===== config.mk =====
export PLATFORM = sky130hd
export DESIGN_NAME = corner_accent_led_shader_top_flat
export DESIGN_NICKNAME = d
export VERILOG_FILES = /design/src/design/cae_pkg.sv /design/src/design/cae_cmd_if.sv /design/src/design/cae_pix_if.sv /design/src/design/cae_front.sv /design/src/design/cae_queue.sv /design/src/design/cae_back.sv /design/src/design/corner_accent_led_shader_top.sv /design/src/flat_wrapper.sv
export SDC_FILE = /design/constraint.sdc
export NUM_CORES = 1
export LEC_CHECK = 0
export ABC_AREA = 1
export CAP_MARGIN = 20
export CORE_MARGIN = 2
export CORE_UTILIZATION = 50
export DETAILED_ROUTE_END_ITERATION = 8
export DONT_BUFFER_PORTS = 1
export PLACE_DENSITY = 0.75
export SYNTH_ARGS = -nofsm -noshare
export SYNTH_HDL_FRONTEND = slang
export SYNTH_SLANG_ARGS = --single-unit

===== constraint.sdc =====
create_clock -name clk -period 9.6 [get_ports clk]
set_clock_uncertainty 0.2 [all_clocks]
set_input_delay 0.96 -clock clk [delete_from_list [all_inputs] [get_ports clk]]
set_output_delay 0.96 -clock clk [all_outputs]
set_load 0.05 [all_outputs]

===== src/design/cae_pkg.sv =====
// ---------------------------------------------------------------------------
// Corner accent shader package
// Shared constants, the queue entry type and small helper functions.
// ---------------------------------------------------------------------------
package cae_pkg;

	// Frame geometry.
	localparam int SPOTS_EACH_CORNER = 4;
	localparam int PIXEL_COUNT       = 16;
	localparam int NUM_CORNERS       = 4;
	localparam int PIX_W             = $clog2(PIXEL_COUNT);
	localparam int CORNER_W          = $clog2(NUM_CORNERS);

	// Reset values of the stored settings.
	localparam logic [7:0] FULL_SCALE      = 8'd255;
	localparam logic [7:0] HIGHLIGHT_RESET = 8'd120;
	localparam logic [7:0] RED_RESET       = 8'd0;
	localparam logic [7:0] GREEN_RESET     = 8'd0;
	localparam logic [7:0] BLUE_RESET      = 8'd32;
	localparam logic [7:0] DIMMER_RESET    = 8'd128;

	// Command queue depth.
	localparam int QUEUE_DEPTH = 2;
	localparam int QPTR_W      = $clog2(QUEUE_DEPTH);
	localparam int QCNT_W      = $clog2(QUEUE_DEPTH + 1);

	// Incoming request codes.
	localparam logic [1:0] REQ_COLOUR    = 2'd0;
	localparam logic [1:0] REQ_DIMMER    = 2'd1;
	localparam logic [1:0] REQ_HIGHLIGHT = 2'd2;
	localparam logic [1:0] REQ_BOOSTS    = 2'd3;

	// Operations carried out by the back end.
	typedef enum logic [1:0] {
		OP_COLOUR = 2'd0,
		OP_DIMMER = 2'd1,
		OP_BOOSTS = 2'd2
	} cae_op_t;

	// One classified command, with values already saturated.
	typedef struct packed {
		cae_op_t    op;
		logic [7:0] val0;
		logic [7:0] val1;
		logic [7:0] val2;
		logic [7:0] val3;
	} cae_entry_t;

	// Corner that holds a pixel or spot; pixels beyond the last corner use it.
	function automatic logic [CORNER_W-1:0] corner_of(input logic [PIX_W-1:0] idx);
		int c;
		c = int'(idx) / SPOTS_EACH_CORNER;
		if (c > NUM_CORNERS - 1) begin
			c = NUM_CORNERS - 1;
		end
		return c[CORNER_W-1:0];
	endfunction

	// Clamp a signed 16-bit value to 0..255.
	function automatic logic [7:0] sat8(input logic signed [15:0] v);
		logic [7:0] r;
		if (v < 16'sd0) begin
			r = 8'd0;
		end else if (v > 16'sd255) begin
			r = 8'd255;
		end else begin
			r = v[7:0];
		end
		return r;
	endfunction

endpackage


===== src/design/cae_cmd_if.sv =====
// ---------------------------------------------------------------------------
// Command channel
// Valid/ready channel that carries one decoded command per transaction.
// ---------------------------------------------------------------------------
interface cae_cmd_if;
	logic               valid;
	logic               ready;
	logic [1:0]         req_type;
	logic signed [15:0] value_a;
	logic signed [15:0] value_b;
	logic signed [15:0] value_c;
	logic signed [15:0] value_d;

	modport source (
		output valid, req_type, value_a, value_b, value_c, value_d,
		input  ready
	);
	modport sink (
		input  valid, req_type, value_a, value_b, value_c, value_d,
		output ready
	);
endinterface


===== src/design/cae_pix_if.sv =====
// ---------------------------------------------------------------------------
// Pixel channel
// Valid/ready channel that carries one shaded pixel per transaction.
// ---------------------------------------------------------------------------
interface cae_pix_if;
	logic       valid;
	logic       ready;
	logic [3:0] pixel_index;
	logic [7:0] red_out;
	logic [7:0] green_out;
	logic [7:0] blue_out;
	logic       last_pixel;

	modport source (
		output valid, pixel_index, red_out, green_out, blue_out, last_pixel,
		input  ready
	);
	modport sink (
		input  valid, pixel_index, red_out, green_out, blue_out, last_pixel,
		output ready
	);
endinterface


===== src/design/cae_front.sv =====
// ---------------------------------------------------------------------------
// Command front end
// Accepts commands, saturates their values and turns them into queue entries.
// ---------------------------------------------------------------------------
module cae_front
	import cae_pkg::*;
(
	cae_cmd_if.sink     cmd,
	input  logic [7:0]  spot_boost,
	input  logic        q_full,
	output logic        q_push,
	output cae_entry_t  q_data
);

	logic                take;
	logic                idx_ok;
	logic [CORNER_W-1:0] hl_corner;
	logic [7:0]          hl_val [NUM_CORNERS];

	// A command is taken whenever the queue has room.
	assign cmd.ready = !q_full;
	assign take      = cmd.valid && !q_full;

	// A highlight is only valid for spot indices 0..15.
	assign idx_ok    = (cmd.value_a[15:PIX_W] == '0);
	assign hl_corner = corner_of(cmd.value_a[PIX_W-1:0]);

	// A highlight becomes a full boost write: the chosen corner gets the boost.
	always_comb begin
		for (int k = 0; k < NUM_CORNERS; k++) begin
			hl_val[k] = (hl_corner == CORNER_W'(k)) ? spot_boost : 8'd0;
		end
	end

	// Classify the command; an out-of-range highlight is dropped here.
	always_comb begin
		q_data = '0;
		q_push = 1'b0;
		unique case (cmd.req_type)
			REQ_COLOUR: begin
				q_data.op   = OP_COLOUR;
				q_data.val0 = sat8(cmd.value_a);
				q_data.val1 = sat8(cmd.value_b);
				q_data.val2 = sat8(cmd.value_c);
				q_push      = take;
			end
			REQ_DIMMER: begin
				q_data.op   = OP_DIMMER;
				q_data.val0 = sat8(cmd.value_a);
				q_push      = take;
			end
			REQ_HIGHLIGHT: begin
				q_data.op   = OP_BOOSTS;
				q_data.val0 = hl_val[0];
				q_data.val1 = hl_val[1];
				q_data.val2 = hl_val[2];
				q_data.val3 = hl_val[3];
				q_push      = take && idx_ok;
			end
			REQ_BOOSTS: begin
				q_data.op   = OP_BOOSTS;
				q_data.val0 = sat8(cmd.value_a);
				q_data.val1 = sat8(cmd.value_b);
				q_data.val2 = sat8(cmd.value_c);
				q_data.val3 = sat8(cmd.value_d);
				q_push      = take;
			end
			default: begin
				q_push = 1'b0;
			end
		endcase
	end

endmodule


===== src/design/cae_queue.sv =====
// ---------------------------------------------------------------------------
// Command queue
// Short first-in first-out buffer between the front and back ends.
// ---------------------------------------------------------------------------
module cae_queue
	import cae_pkg::*;
(
	input  logic       clk,
	input  logic       arst_n,
	input  logic       push,
	input  cae_entry_t push_data,
	input  logic       pop,
	output logic       full,
	output logic       not_empty,
	output cae_entry_t head
);

	cae_entry_t        mem_q [QUEUE_DEPTH];
	logic [QPTR_W-1:0] wr_ptr_q;
	logic [QPTR_W-1:0] rd_ptr_q;
	logic [QCNT_W-1:0] count_q;

	assign full      = (count_q == QCNT_W'(QUEUE_DEPTH));
	assign not_empty = (count_q != '0);
	assign head      = mem_q[rd_ptr_q];

	// Entry storage.
	always_ff @(posedge clk) begin
		if (push) begin
			mem_q[wr_ptr_q] <= push_data;
		end
	end

	// Pointers and fill level.
	always_ff @(posedge clk or negedge arst_n) begin
		if (!arst_n) begin
			wr_ptr_q <= '0;
			rd_ptr_q <= '0;
			count_q  <= '0;
		end else begin
			if (push) begin
				wr_ptr_q <= (wr_ptr_q == QPTR_W'(QUEUE_DEPTH - 1)) ? '0 : wr_ptr_q + 1'b1;
			end
			if (pop) begin
				rd_ptr_q <= (rd_ptr_q == QPTR_W'(QUEUE_DEPTH - 1)) ? '0 : rd_ptr_q + 1'b1;
			end
			if (push && !pop) begin
				count_q <= count_q + 1'b1;
			end else if (pop && !push) begin
				count_q <= count_q - 1'b1;
			end
		end
	end

endmodule


===== src/design/cae_back.sv =====
// ---------------------------------------------------------------------------
// Shading back end
// Applies queued commands to the settings and shades the sixteen pixels.
// ---------------------------------------------------------------------------
module cae_back
	import cae_pkg::*;
(
	input  logic       clk,
	input  logic       arst_n,
	input  logic       q_valid,
	input  cae_entry_t q_head,
	output logic       q_pop,
	cae_pix_if.source  pix
);

	// Stored settings.
	logic [7:0] base_red_q;
	logic [7:0] base_green_q;
	logic [7:0] base_blue_q;
	logic [7:0] dimmer_q;
	logic [7:0] boost_q [NUM_CORNERS];

	// Frame sequencer.
	logic             busy_q;
	logic [PIX_W-1:0] cnt_q;
	logic             adv;

	// Pipeline registers.
	logic             valid_s1;
	logic [PIX_W-1:0] idx_s1;
	logic             last_s1;
	logic [7:0]       red_s1;
	logic [7:0]       green_s1;
	logic [7:0]       blue_s1;
	logic [7:0]       gain_s1;
	logic             valid_s2;
	logic [PIX_W-1:0] idx_s2;
	logic             last_s2;
	logic [15:0]      red_s2;
	logic [15:0]      green_s2;
	logic [15:0]      blue_s2;
	logic             out_valid_q;
	logic [PIX_W-1:0] out_idx_q;
	logic             out_last_q;
	logic [7:0]       out_red_q;
	logic [7:0]       out_green_q;
	logic [7:0]       out_blue_q;

	logic [8:0]       gain_sum;

	// Exact floor(x / 255) for x up to 255 * 255.
	function automatic logic [7:0] div255(input logic [15:0] x);
		logic [16:0] t;
		t = {1'b0, x} + {9'd0, x[15:8]} + 17'd1;
		return t[15:8];
	endfunction

	// The whole pipeline moves when the output register is free or drained.
	assign adv = !out_valid_q || pix.ready;

	// The next command is taken once the current frame's last pixel issues.
	assign q_pop = q_valid && (!busy_q || (adv && cnt_q == PIX_W'(PIXEL_COUNT - 1)));

	// Gain of the pixel about to issue; stage 1 saturates it at full scale.
	assign gain_sum = {1'b0, dimmer_q} + {1'b0, boost_q[corner_of(cnt_q)]};

	// Settings update on each popped command.
	always_ff @(posedge clk or negedge arst_n) begin
		if (!arst_n) begin
			base_red_q   <= RED_RESET;
			base_green_q <= GREEN_RESET;
			base_blue_q  <= BLUE_RESET;
			dimmer_q     <= DIMMER_RESET;
			for (int k = 0; k < NUM_CORNERS; k++) begin
				boost_q[k] <= 8'd0;
			end
		end else if (q_pop) begin
			unique case (q_head.op)
				OP_COLOUR: begin
					base_red_q   <= q_head.val0;
					base_green_q <= q_head.val1;
					base_blue_q  <= q_head.val2;
				end
				OP_DIMMER: begin
					dimmer_q <= q_head.val0;
				end
				OP_BOOSTS: begin
					boost_q[0] <= q_head.val0;
					boost_q[1] <= q_head.val1;
					boost_q[2] <= q_head.val2;
					boost_q[3] <= q_head.val3;
				end
				default: begin
					dimmer_q <= dimmer_q;
				end
			endcase
		end
	end

	// Pixel counter: a popped command opens a new frame, otherwise one pixel
	// per advancing cycle while a frame is open.
	always_ff @(posedge clk or negedge arst_n) begin
		if (!arst_n) begin
			busy_q <= 1'b0;
			cnt_q  <= '0;
		end else if (q_pop) begin
			busy_q <= 1'b1;
			cnt_q  <= '0;
		end else if (adv && busy_q) begin
			cnt_q <= cnt_q + 1'b1;
			if (cnt_q == PIX_W'(PIXEL_COUNT - 1)) begin
				busy_q <= 1'b0;
			end
		end
	end

	// Valid bits of the pipeline.
	always_ff @(posedge clk or negedge arst_n) begin
		if (!arst_n) begin
			valid_s1    <= 1'b0;
			valid_s2    <= 1'b0;
			out_valid_q <= 1'b0;
		end else if (adv) begin
			valid_s1    <= busy_q;
			valid_s2    <= valid_s1;
			out_valid_q <= valid_s2;
		end
	end

	// Stage 1 snapshots the settings, stage 2 multiplies, the output divides.
	always_ff @(posedge clk) begin
		if (adv) begin
			idx_s1      <= cnt_q;
			last_s1     <= (cnt_q == PIX_W'(PIXEL_COUNT - 1));
			red_s1      <= base_red_q;
			green_s1    <= base_green_q;
			blue_s1     <= base_blue_q;
			gain_s1     <= gain_sum[8] ? FULL_SCALE : gain_sum[7:0];
			idx_s2      <= idx_s1;
			last_s2     <= last_s1;
			red_s2      <= 16'(red_s1) * 16'(gain_s1);
			green_s2    <= 16'(green_s1) * 16'(gain_s1);
			blue_s2     <= 16'(blue_s1) * 16'(gain_s1);
			out_idx_q   <= idx_s2;
			out_last_q  <= last_s2;
			out_red_q   <= div255(red_s2);
			out_green_q <= div255(green_s2);
			out_blue_q  <= div255(blue_s2);
		end
	end

	assign pix.valid       = out_valid_q;
	assign pix.pixel_index = out_idx_q;
	assign pix.last_pixel  = out_last_q;
	assign pix.red_out     = out_red_q;
	assign pix.green_out   = out_green_q;
	assign pix.blue_out    = out_blue_q;

endmodule


===== src/design/corner_accent_led_shader_top.sv =====
// A command's frame passes the queue, pixel sequencer, stage 1, stage 2 and output register.
// Throughput: sixteen pixels per command, one pixel per cycle unless the pixel channel stalls.
// A two-entry command queue lets commands arrive while the previous frame is still streaming.
// An out-of-range highlight is accepted and produces no pixels.
// Reset: arst_n clears every setting to its initial value at once; no clearing pass.
// ---------------------------------------------------------------------------
// Corner accent LED shader
// Top level: configuration register, front end, command queue and back end.
// ---------------------------------------------------------------------------
module corner_accent_led_shader_top
	import cae_pkg::*;
(
	input  logic       clk,
	input  logic       arst_n,
	input  logic       cfg_we,
	input  logic [7:0] cfg_wdata,
	cae_cmd_if.sink    cmd,
	cae_pix_if.source  pix
);

	logic       [7:0] spot_boost_q;
	logic             q_push;
	logic             q_pop;
	logic             q_full;
	logic             q_not_empty;
	cae_entry_t       q_in;
	cae_entry_t       q_head;

	// Highlight boost register.
	always_ff @(posedge clk or negedge arst_n) begin
		if (!arst_n) begin
			spot_boost_q <= HIGHLIGHT_RESET;
		end else if (cfg_we) begin
			spot_boost_q <= cfg_wdata;
		end
	end

	cae_front u_front (
		.cmd        (cmd),
		.spot_boost (spot_boost_q),
		.q_full     (q_full),
		.q_push     (q_push),
		.q_data     (q_in)
	);

	cae_queue u_queue (
		.clk       (clk),
		.arst_n    (arst_n),
		.push      (q_push),
		.push_data (q_in),
		.pop       (q_pop),
		.full      (q_full),
		.not_empty (q_not_empty),
		.head      (q_head)
	);

	cae_back u_back (
		.clk     (clk),
		.arst_n  (arst_n),
		.q_valid (q_not_empty),
		.q_head  (q_head),
		.q_pop   (q_pop),
		.pix     (pix)
	);

`ifndef SYNTHESIS
	// The last-pixel flag marks exactly the final pixel of the frame.
	a_last_index: assert property (@(posedge clk) disable iff (!arst_n)
		pix.valid |-> (pix.last_pixel == (pix.pixel_index == PIX_W'(PIXEL_COUNT - 1))))
		else $error("last_pixel does not match pixel index");

	// Within a frame, pixels follow in order without gaps in numbering.
	a_pixel_order: assert property (@(posedge clk) disable iff (!arst_n)
		(pix.valid && pix.ready && !pix.last_pixel) |=>
		(!pix.valid || pix.pixel_index == $past(pix.pixel_index) + 4'd1))
		else $error("pixel index out of sequence");

	// The queue is never written while full.
	a_no_overflow: assert property (@(posedge clk) disable iff (!arst_n)
		q_push |-> (!q_full || q_pop))
		else $error("command queue overflow");
`endif

endmodule


===== src/flat_wrapper.sv =====
// flat-port wrapper written by rule: the top's interface ports become plain ports
module corner_accent_led_shader_top_flat import cae_pkg::*;
  (clk, arst_n, cfg_we, cfg_wdata, cmd_valid, cmd_req_type, cmd_value_a, cmd_value_b, cmd_value_c, cmd_value_d, cmd_ready, pix_valid, pix_pixel_index, pix_red_out, pix_green_out, pix_blue_out, pix_last_pixel, pix_ready);
  cae_cmd_if cmd_i ();
  cae_pix_if pix_i ();
  input  logic clk;
  input  logic arst_n;
  input  logic cfg_we;
  input  logic [7:0] cfg_wdata;
  input wire logic [$bits(cmd_i.valid)-1:0] cmd_valid;
  input wire logic [$bits(cmd_i.req_type)-1:0] cmd_req_type;
  input wire logic [$bits(cmd_i.value_a)-1:0] cmd_value_a;
  input wire logic [$bits(cmd_i.value_b)-1:0] cmd_value_b;
  input wire logic [$bits(cmd_i.value_c)-1:0] cmd_value_c;
  input wire logic [$bits(cmd_i.value_d)-1:0] cmd_value_d;
  output wire logic [$bits(cmd_i.ready)-1:0] cmd_ready;
  output wire logic [$bits(pix_i.valid)-1:0] pix_valid;
  output wire logic [$bits(pix_i.pixel_index)-1:0] pix_pixel_index;
  output wire logic [$bits(pix_i.red_out)-1:0] pix_red_out;
  output wire logic [$bits(pix_i.green_out)-1:0] pix_green_out;
  output wire logic [$bits(pix_i.blue_out)-1:0] pix_blue_out;
  output wire logic [$bits(pix_i.last_pixel)-1:0] pix_last_pixel;
  input wire logic [$bits(pix_i.ready)-1:0] pix_ready;
  assign cmd_i.valid = cmd_valid;
  assign cmd_i.req_type = cmd_req_type;
  assign cmd_i.value_a = cmd_value_a;
  assign cmd_i.value_b = cmd_value_b;
  assign cmd_i.value_c = cmd_value_c;
  assign cmd_i.value_d = cmd_value_d;
  assign cmd_ready = cmd_i.ready;
  assign pix_valid = pix_i.valid;
  assign pix_pixel_index = pix_i.pixel_index;
  assign pix_red_out = pix_i.red_out;
  assign pix_green_out = pix_i.green_out;
  assign pix_blue_out = pix_i.blue_out;
  assign pix_last_pixel = pix_i.last_pixel;
  assign pix_i.ready = pix_ready;
  corner_accent_led_shader_top u_core (.clk(clk), .arst_n(arst_n), .cfg_we(cfg_we), .cfg_wdata(cfg_wdata), .cmd(cmd_i), .pix(pix_i));
endmodule

==> results of run 1 <==
## registers in the layout, summed over array words and instances, names as in the netlist, 16 cells and up
register and flops:
u_core.u_queue.mem_q 68, u_core.u_back.red_s2 16, u_core.u_back.blue_s2 16, u_core.u_back.green_s2 16, u_core.u_back.boost_q 32
## per-stage QoR
step | cells | cell area, um2 | setup WS (ns) | utilization, %
finish | 2810 | 20850 | 4.779 | 54.21
global route | 2810 | 20850 | 4.509 | 54.21
CTS | 2809 | 20830 | 4.824 | 54.16
detailed placement | 2753 | 19790 | 4.874 | 51.44
global placement | 2753 | 19790 | 4.947 | 51.44
floorplan | 2294 | 19400 | 5.101 | -
## path summary, 6_finish.rpt
check / start / slack, ns / end
hold / removal: arst_n / 0.06 / u_core.u_back.boost_q[11]
setup reg to reg: u_core.u_back.gain_s1[2] / 4.78 / u_core.u_back.green_s2[13]
hold reg to reg: u_core.u_back.last_s2 / 0.22 / u_core.u_back.pix.last_pixel
max in group asynchronous: arst_n / 8.30 / u_core.spot_boost_q[6]
setup / recovery: u_core.u_back.gain_s1[2] / 4.78 / u_core.u_back.green_s2[13]
min in group clk: u_core.u_back.last_s2 / 0.22 / u_core.u_back.pix.last_pixel
## cell usage in the layout, fill, tap and decap left out, types with 3 or more instances in the layout
master	n
a21o_1	4
a21oi_1	63
and2_1	6
buf_4	5
bufinv_16	3
clkbuf_1	6
clkbuf_16	31
clkbuf_8	3
clkinv_1	4
clkinv_2	6
dfrtp_1	78
dfstp_2	6
edfxtp_1	187
fa_1	109
ha_1	144
inv_1	495
mux2i_1	32
nand2_1	676
nand3_1	90
nand3b_1	11
nand4_1	12
nor2_1	109
nor3_1	20
o21ai_0	65
o21ai_1	50
o21ai_2	6
o21bai_1	12
o22ai_1	7
xnor2_1	16
xor2_1	14
## timing repair
item                                    in CTS  in global routing
hold buffers                                 2                  0
endpoints found under the setup margin       0                  0
hold endpoints to repair                    79                  0
## cells in the mapped netlist, drive strengths merged, types with 11 or more instances
cell / number / area (um2)
fa: 109 / 2182
inv: 498 / 1869
nand4: 14 / 108.9
nand2: 676 / 2537
edfxtp: 187 / 5615
buf: 15 / 102.6
mux2i: 32 / 320.3
nand3b: 11 / 82.58
nor2: 110 / 412.9
o21bai: 12 / 90.09
o21ai: 122 / 644.4
xnor2: 16 / 140.1
nand3: 92 / 470.5
a21oi: 63 / 315.3
xor2: 14 / 122.6
ha: 144 / 1802
nor3: 20 / 100.1
dfrtp: 78 / 1952
clkbuf: 49 / 198.9
## routing by layer
layer  track usage (%)  vias to the layer above
met5                 0                        -
met4             6.878                        0
met3             2.679                       83
met2             33.90                      365
met1             23.58                     6556
li1                  -                     7082
## cell families after synthesis
| family | synth area share (%) |
|---|---|
| AOI/OAI and AO/OA | 5.947 |
| xor gates and xnor gates | 1.355 |
| adders and majority gates | 20.54 |
| buffers and inverters | 11.21 |
| DFF | 39.82 |
| muxes | 1.651 |
| and+or+nand+nor | 19.47 |
## area by class of cell
type / count / area (um2)
tap: 518 / 648.1
clock buffer: 40 / 839.6
sequential: 271 / 7725
clock inverter: 14 / 170.2
fill: 3464 / 17610
timing repair buffer: 8 / 95.09
inverter: 499 / 1876
multi-input combinational: 1460 / 9500
==> results.md, run 1 <==
- Hold timing on the final database bottoms out at a slack of 0.05886 ns.
- After clock tree synthesis, the clock-pin slew on the worst setup and hold paths is 0.06 ns.
- The post-synthesis register bit count is 271.
- After detailed routing, no signal wire sits above met4.
- After detailed routing, the wire length on met1 is 16.01 mm.
- The global routing usage summed across all routing layers is 19.03%.
- The synthesized netlist occupies a cell area of 0.01940 mm2.
- For the worst setup path, the data arrival time is 4.92 ns.
- The placeable core region is 0.03847 mm2.
- The initialized floorplan defines 72 standard-cell rows.
- The largest net degree at the start of global routing is 80.
- The first global-routing pass estimated 64.56 mm of wire.
- The run finished with clean final reports.
- The die is 201.0 um wide.
- STA puts the critical path data required time at 9.70 ns.
- The worst relative slew slack is 34.27%.
- The cell repeated most along the worst path is fa_1.
- The share of the cycle needed by the critical path after routing is 50.22%.
- The number of antenna diodes is 0.
- The number of clock sinks is 271.
- For the pin with the worst max-slew slack, the measured transition is 0.9859 ns.
- The number of buffers and inverters on the critical path is 3.
- The met2 wirelength from detailed routing is 18.15 mm.
- The number of logic stages on the critical path including buffering is 14.
- In this run the post-CTS setup repair buffer count came out at 0.
- The number of pins exceeding their max-slew limit in the final report came to 0.
- The number of max-capacitance violations reported is 0.
- The critical path is of the flip-flop to flip-flop type.
- The count of cells resized by post-cts repair is 0.
- The global placer's final weighted congestion is 0.8987.
- The remaining design rule violation count is 0.
- The buffer cell driving the clock tree root is clkbuf_16.
- The total vias in the final route is 14.09k.
- The detailed placer's ending HPWL is 28.34 mm.
- For this run, the number of Yosys warnings is 0.
- 110 I/O pins were placed.
- The cell at the slowest stage of the critical path is edfxtp_1.
- The shortest clock period the worst path allows after layout is 4.821 ns.
- On the worst path, the slowest cell contributes a delay of 0.97 ns.
- The most used flip-flop cell after synthesis is edfxtp_1.
- Wires add up to 37.09 mm.
- The portion of the post-synthesis area used by sequential elements is 39.82%.
- The setup-violating endpoint count in the final report is 0.
- The number of synthesized flops with an enable pin is 187.
- The net count after synthesis is 2,626.
- In the detailed route, the total length drawn on met3 is 1.646 mm.
- Setup repair after global routing left no endpoint under its margin.
- The worst setup path is launched from a flip-flop.
- The total CTS buffers is 30.
- The type of destination of the critical path is a flip-flop.
- For this run, the top clock speed supported by timing is 207.4 MHz.
- In this run the remaining antenna-violating nets after routing total 0.
- In the synthesized netlist the async set-or-reset flop fraction comes to 31.00%.
- Of the cells placed in the final design, the portion with a size suffix greater than 1 is 3.185%.
- The average vias per placed instance is 5.013.
- Summed over all failing endpoints, the final setup total negative slack is 0 ns.
- The first detailed-routing pass ran for 8 iterations.
- Summed over all layers, the global routing overflow is 0.
- Once the floorplan was initialized, standard cells occupied 50.43% of the core.
- The buffer levels on the longest clock path is 3.
- After synthesis, the netlist uses 40 different library cells.
- The number of antenna violations at the first check in global routing is 0.
- From bottom edge to top edge, the die measures 201.0 um.
- The number of standard cells after synthesis is 2,294.
- The routed wirelength normalized by instance count is 13.20 um.
- Port buffering added 0 buffers.
- The violation count after the first detailed-route iteration is 810.
- In this run the number of H-tree levels came out at 1.
- The TritonCTS clock tree is done.
- The tightest min-delay check is of the input pin to asynchronous set/reset pin type.
- For the worst-skew pair, the clock arrives at the later sink with an insertion delay of 0.59 ns.
- At the end of the flow, the number of nets in the layout was 2,602.
- Relative to the synthesized area, the layout overhead comes to 7.508%.
- The average cell area after synthesis is 8.456 um2.
- The cell family contributing the most delay on the critical path is adder cells.
- The largest fanout of any net on the critical path is 24.
- The final hold violation count is 0.
- The via count of the first global-routing pass was 14.24k.
- The logic depth of the worst register-to-register path is 14.
- The area enclosed by the die boundary is 0.04039 mm2.
- Walking the worst path, the cells encountered are nand2_1 -> fa_1 -> fa_1 -> inv_1 -> fa_1 -> inv_1 -> fa_1 -> inv_1 -> ha_1 -> nand2_1 -> nor2_1 -> nand3b_1 -> nand4_1 -> nand2_1.
Power of run 1 is left out: the tool's default activity adds up to more than one toggle a clock period on the data nets, which glitch-free logic cannot reach.
==> inputs of run 2 (changes only) <==
==> constraint.sdc (replaced) <==
create_clock -name clk -period 4.46 [get_ports clk]
set_clock_uncertainty 0.2 [all_clocks]
set_input_delay 0.446 -clock clk [delete_from_list [all_inputs] [get_ports clk]]
set_output_delay 0.446 -clock clk [all_outputs]
set_load 0.05 [all_outputs]
==> results.md, run 2 (synthesized netlist as in run 1, its figures left out) <==
- The flow ran to the end, and the final reports show no timing, DRC or antenna violations.
- The final-stage net count is 2,679 (+3.0%).
- The wire length of the first global-routing pass is 65.27 mm (+1.1%).
- The critical path arrival is 4.47 ns (-0.45 ns).
- The post-place instance area is 0.02004 mm2 (+1.3%).
- The remaining design rule violation count is 0 (unchanged).
- The fraction of layout instances using a drive strength above 1 is 6.369% (+3.2 points).
- The I/O pin total is 110 (unchanged).
- The final hold violation count is 0 (unchanged).
- The global placer's final weighted congestion is 0.9103 (+1.3%).
- The register-to-register setup slack came to 0.11 ns (-4.67 ns).
- The startpoint of the worst register-to-register path is u_core.u_back.green_s1[6].
- The buffer levels on the longest clock path is 3 (unchanged).
- The number of core rows is 72 (unchanged).
- Setup repair after global routing could not meet its margin everywhere.
- TritonCTS built the clock tree.
- The global routing usage summed across all routing layers came to 19.26% (+0.23 points).
- The area growth from synthesis to layout is 12.24%.
- The placeable core region is 0.03847 mm2 (unchanged).
- The clock transition time at the flip-flop clock pins of the worst setup and hold paths is 0.06 ns (about the same).
- The number of pins exceeding their max-slew limit in the final report came to 0 (unchanged).
- The share of the cycle needed by the critical path after routing is 97.63% (+47 points).
- The total CTS buffers is 30 (unchanged).
- The area enclosed by the die boundary is 0.04039 mm2 (unchanged).
- The worst setup path is captured at a flip-flop.
- The endpoint identified for the worst register-to-register timing path is u_core.u_back.green_s2[15].
- The routed wirelength normalized by instance count is 13.72 um (+3.9%).
- The first-pass detailed-route iteration total is 7 (-1).
- Leaving out fill and tap cells, the most frequent cell in the layout is nand2_1.
- The maximum clock frequency was 229.7 MHz (+11%).
- The critical path starts at u_core.u_back.green_s1[6].
- The average vias per placed instance was 5.066 (+1.1%).
- The data required time of the worst path came to 4.58 ns (-5.12 ns).
- The number of max-capacitance violations reported came to 0 (unchanged).
- The top cell types in the final layout, fill and taps aside, are nand2_1 (672), inv_1 (495), edfxtp_1 (187).
- The total congestion overflow after global routing is 0 (unchanged).
- The final core utilization is 56.60% (+2.4 points).
- The total wire length came to 39.63 mm (+6.8%).
- The number of input and output port buffers inserted is 0 (unchanged).
- The number of flip-flops in the largest register was 68 (unchanged).
- The cell count of the worst hold path is 4.
- The slew at the pin with the worst max-slew slack is 0.8737 ns (-0.1122 ns).
- The number of clock sinks is 271 (unchanged).
- The critical path class is flip-flop to flip-flop.
- The post-route worst setup slack is 0.1058 ns (-4.673 ns).
- The total vias in the final route is 14.64k (+3.9%).
- The antenna violation net count after detailed routing came to 0 (unchanged).
- The detailed placer's ending HPWL is 28.58 mm (+0.83%).
- Clock tree synthesis selected as its root buffer the cell clkbuf_16.
- The via count of the first global-routing pass was 14.35k (+0.79%).
- The startpoint kind of the worst setup timing path is a flip-flop.
- The most flop-heavy register is u_core.u_queue.mem_q.
- The horizontal die dimension is 201.0 um (unchanged).
- The largest net degree at the start of global routing is 105 (+31%).
- The violation count after the first detailed-route iteration is 920 (+14%).
- The worst relative slew slack is 41.63% (+7.4 points).
- The largest fanout of any net on the critical path came to 8 (-67%).
- The clock latency on the worst-skew pair is 0.59 ns (about the same).
- In this run the worst hold path is classified as input pin to flip-flop.
- The post-place setup slack is 0.1193 ns (-4.754 ns).
- In the final layout, the registers with the most flip-flops are u_core.u_queue.mem_q: 68 flops, u_core.u_back.boost_q: 32 flops.
- The number of antenna violations at the first check in global routing is 0 (unchanged).
- The number of antenna diodes is 0 (unchanged).
- The effective utilization at floorplan is 50.43% (unchanged).
- The shortest clock period the worst path allows after layout came to 4.354 ns (-0.4666 ns).
- The post-route cell area is 0.02177 mm2 (+4.4%).
- The number of H-tree levels is 1 (unchanged).
- The setup-violating endpoint count in the final report is 0 (unchanged).
- The height of the die is 201.0 um (unchanged).
- The end point of the critical path is u_core.u_back.green_s2[15].
- The logic depth of the worst register-to-register path is 14 (unchanged).
run 2: final cells by class:
type | count | area (um2)
clock buffers | 38 | 843.3
flip-flops and latches | 271 | 7725
well taps | 518 | 648.1
inverters | 499 | 1876
multi-input cells | 1460 | 9647
repair buffers | 85 | 872.1
fillers | 3268 | 16700
clock inverters | 18 | 160.2
run 2: stage by stage:
step / std cells / TNS [ns] / hold slack, ns
final: 2889 / 0 / 0.02734
after CTS: 2863 / 0 / 0.01468
after global routing: 2889 / -0.3720 / 0.04065
after detailed placement: 2779 / 0 / -0.04518
after global placement: 2779 / 0 / -0.04093
after floorplan: 2294 / 0 / -0.04959
run 2: worst min-delay path by stage:
stage,start,end,slack (ns)
after floorplan,arst_n,u_core.spot_boost_q[0],-0.05
after global placement,arst_n,u_core.u_back.boost_q[12],-0.04
after detailed placement,arst_n,u_core.spot_boost_q[2],-0.05
after CTS,cmd_valid,u_core.u_queue.wr_ptr_q,0.01
after global routing,cmd_valid,u_core.u_queue.wr_ptr_q,0.04
final,cmd_valid,u_core.u_queue.wr_ptr_q,0.03
run 2: what timing repair did:
action	CTS	global route
setup buffers	0	19
gates resized for setup	0	31
endpoints found under the setup margin	0	20
hold endpoints to repair	125	2
hold buffers	28	2
run 2: per-layer routing:
metal / GRT usage (%) / vias to the layer above / part of all wire [%] / routed length, um
li1: - / 7243 / - / -
met1: 23.94 / 6856 / 41 / 16410
met2: 35.06 / 450 / 50 / 20010
met3: 2.581 / 87 / 5.1 / 2021
met4: 5.317 / 0 / 3.0 / 1190
met5: 0 / - / 0 / 0
run 2: worst max-delay path, stage by stage, from the launching register on:
cell and delay [ns]:
edfxtp_1 0.54, nand2_1 0.13, inv_1 0.06, fa_1 0.56
fa_1 0.47, fa_1 0.59, inv_1 0.07, fa_1 0.54
inv_1 0.07, ha_4 0.30, nand2_1 0.13, nor2_2 0.16
nand3_1 0.11, nand4_1 0.09, nand2_1 0.05
Power of run 2 is left out for the same reason.
==> inputs of run 3 (changes only) <==
--- a/config.mk
+++ b/config.mk
@@ -12,6 +12,8 @@
 export DETAILED_ROUTE_END_ITERATION = 8
 export DONT_BUFFER_PORTS = 1
 export PLACE_DENSITY = 0.75
+export RECOVER_POWER = 100
 export SYNTH_ARGS = -nofsm -noshare
 export SYNTH_HDL_FRONTEND = slang
 export SYNTH_SLANG_ARGS = --single-unit
+export TNS_END_PERCENT = 100
==> constraint.sdc (replaced) <==
create_clock -name clk -period 4.46 [get_ports clk]
set_clock_uncertainty 0.2 [all_clocks]
set_input_delay 0.446 -clock clk [delete_from_list [all_inputs] [get_ports clk]]
set_output_delay 0.446 -clock clk [all_outputs]
set_load 0.01 [all_outputs]
==> results.md, run 3 (synthesized netlist as in run 1, its figures left out) <==
- The most flop-heavy register is u_core.u_queue.mem_q.
- The antenna violation net count after detailed routing is 0 (unchanged).
- The final core utilization is 56.14% (-0.46 points).
- The average vias per placed instance is 4.998 (-1.3%).
- The number of H-tree levels is 1 (unchanged).
- The number of max-capacitance violations reported came to 5 (+5).
- The type of destination of the critical path is a flip-flop.
- The post-route cell area is 0.02160 mm2 (-0.80%).
- The shortest clock period the worst path allows after layout is 4.301 ns (-0.05369 ns).
- The post-route worst setup slack is 0.1595 ns (+0.05369 ns).
- The I/O pin total was 110 (unchanged).
- The number of input and output port buffers inserted came to 0 (unchanged).
- The number of clock sinks is 271 (unchanged).
- The most common cell after layout, fill and taps aside is nand2_1.
- The global routing usage summed across all routing layers is 19.10% (-0.16 points).
- The number of core rows came to 72 (unchanged).
- The terminus of the critical flop-to-flop path is u_core.u_back.green_s2[14].
- The total vias in the final route is 14.39k (-1.7%).
- The final hold violation count came to 0 (unchanged).
- The checks that failed: max-capacitance violations, max-slew violations.
- The dominant delay contributor by cell family on the critical path is adder cells.
- The cell count of the worst hold path came to 4 (unchanged).
- The post-place setup slack was 0.09683 ns (-0.02249 ns).
- The layout overhead on the synthesized area is 11.33%.
- The largest fanout of any net on the critical path came to 16 (+8).
- The setup-violating endpoint count in the final report is 0 (unchanged).
- The placeable core region is 0.03847 mm2 (unchanged).
- The startpoint kind of the worst setup timing path is a flip-flop.
- The effective utilization at floorplan is 50.43% (unchanged).
- The via count of the first global-routing pass is 14.29k (-0.45%).
- The total wire length is 38.65 mm (-2.5%).
- The share of the cycle needed by the critical path after routing is 96.42% (-1.2 points).
- The violation count after the first detailed-route iteration is 867 (-5.8%).
- The startpoint of the lowest-slack hold path is cmd_valid.
- The global placer's final weighted congestion came to 0.9139 (+0.40%).
- The buffer cell driving the clock tree root is clkbuf_16.
- The signal on the critical path passes through buf_6 -> nand2_1 -> inv_1 -> fa_1 -> fa_1 -> fa_1 -> inv_1 -> fa_1 -> inv_1 -> ha_4 -> nand2_1 -> inv_1 -> nand2_1 -> nand2_1 -> nand2_1 -> nand3_1 -> nand2_1 -> nand2_1.
- The number of buffers and inverters on the critical path is 5 (+2).
- The height of the die is 201.0 um (unchanged).
- The post-place instance area is 0.02004 mm2 (unchanged).
- The worst hold endpoint is u_core.u_queue.wr_ptr_q.
- The logic depth of the worst register-to-register path is 18 (+4).
- The remaining design rule violation count was 0 (unchanged).
- The critical path class is flip-flop to flip-flop.
- The library cells used most frequently in the layout, excluding fill and tap cells, are nand2_1 (672), inv_1 (495), edfxtp_1 (187).
- TritonCTS built the clock tree.
- The number of flip-flops in the largest register is 68 (unchanged).
- The largest registers in the layout are u_core.u_queue.mem_q: 68 flops, u_core.u_back.boost_q: 32 flops.
- The clock transition time at the flip-flop clock pins of the worst setup and hold paths is 0.06 ns (about the same).
- The worst stage delay on the critical path is 0.55 ns (-0.04 ns).
- The startpoint of the worst register-to-register path is u_core.u_back.gain_s1[4].
- The worst relative slew slack is -86.13% (-130 points).
- The filler cell count came to 3,314 (+1.4%).
- The number of antenna diodes was 0 (unchanged).
- Among all stages on the critical path, the largest delay is contributed by fa_1.
- The flow ran to the end, but the final reports show violations.
- The number of pins exceeding their max-slew limit in the final report is 321 (+321).
- The register-to-register setup slack is 0.16 ns (+0.05 ns).
- The number of antenna violations at the first check in global routing is 0 (unchanged).
- The largest net degree at the start of global routing came to 117 (+11%).
- The most numerous cell type found on the critical path is nand2_1.
- The horizontal die dimension came to 201.0 um (unchanged).
- The first-pass detailed-route iteration total came to 5 (-2).
- The data required time of the worst path came to 4.58 ns (about the same).
- The worst min-delay path category is input pin to flip-flop.
- The clock latency on the worst-skew pair came to 0.58 ns (about the same).
- The area enclosed by the die boundary is 0.04039 mm2 (unchanged).
- The total CTS buffers was 31 (+3.3%).
- The critical path arrival is 4.42 ns (-0.05 ns).
- The detailed placer's ending HPWL is 28.34 mm (-0.85%).
- The total congestion overflow after global routing came to 0 (unchanged).
- The routed wirelength normalized by instance count came to 13.42 um (-2.2%).
- The wire length of the first global-routing pass is 64.96 mm (-0.48%).
- The slew at the pin with the worst max-slew slack is 2.792 ns (+1.918 ns).
- The fraction of layout instances using a drive strength above 1 came to 5.207% (-1.2 points).
- The maximum clock frequency is 232.5 MHz (+1.2%).
- The buffer levels on the longest clock path is 3 (unchanged).
- The final-stage net count is 2,669 (-0.37%).
==> run 3: stage by stage <==
stage / TNS [ns] / hold WS, ns / std cells
6_report: 0 / 0.03398 / 2880
3_3_place_gp: 0 / -0.04101 / 2779
2_1_floorplan: 0 / -0.04959 / 2294
4_1_cts: 0 / 0.01749 / 2865
5_1_grt: -0.03420 / 0.04766 / 2880
3_5_place_dp: 0 / -0.04182 / 2779
==> run 3: worst reg2reg max path: stages, from the launching register on <==
cell,delay (ns)
edfxtp_1,0.42
buf_6,0.19
nand2_1,0.07
inv_1,0.07
fa_1,0.52
fa_1,0.52
fa_1,0.55
inv_1,0.06
fa_1,0.53
inv_1,0.06
ha_4,0.26
nand2_1,0.11
inv_1,0.05
nand2_1,0.06
nand2_1,0.06
nand2_1,0.09
nand3_1,0.08
nand2_1,0.08
nand2_1,0.07
==> run 3: timing repair <==
item	CTS	global route
setup buffers	0	13
hold endpoints to repair	126	0
hold buffers	28	0
gates resized for setup	0	29
endpoints found under the setup margin	0	22
==> run 3: worst max-delay path by stage <==
stage	startpoint	cells past startpoint	slack [ns]	end
finish	u_core.u_back.gain_s1[4]	18	0.16	u_core.u_back.green_s2[14]
global route	u_core.u_back.gain_s1[3]	18	-0.02	u_core.u_back.green_s2[15]
CTS	u_core.u_back.gain_s1[4]	15	0.09	u_core.u_back.red_s2[15]
detailed placement	u_core.u_back.gain_s1[4]	15	0.1	u_core.u_back.red_s2[15]
global placement	u_core.u_back.red_s1[3]	16	0.20	u_core.u_back.red_s2[13]
floorplan	u_core.u_back.gain_s1[7]	17	0.18	u_core.u_back.blue_s2[12]
==> run 3: area by class of cell <==
cell class	instances	area [um2]	share of cell area (%)
well taps	518	648.1	3.001
clock buffers	34	787.0	3.644
flip-flops and latches	271	7725	35.77
clock inverters	24	292.8	1.356
multi-input cells	1460	9589	44.40
inverters	499	1874	8.679
repair buffers	74	679.4	3.146
==> run 3: layer usage <==
layer / wire length, um / part of all wire, % / track usage (%)
met5: 0 / 0 / 0
met4: 1368 / 3.5 / 6.085
met3: 1934 / 5.0 / 2.646
met2: 19060 / 49 / 33.89
met1: 16280 / 42 / 24.13
Power of run 3 is left out for the same reason.
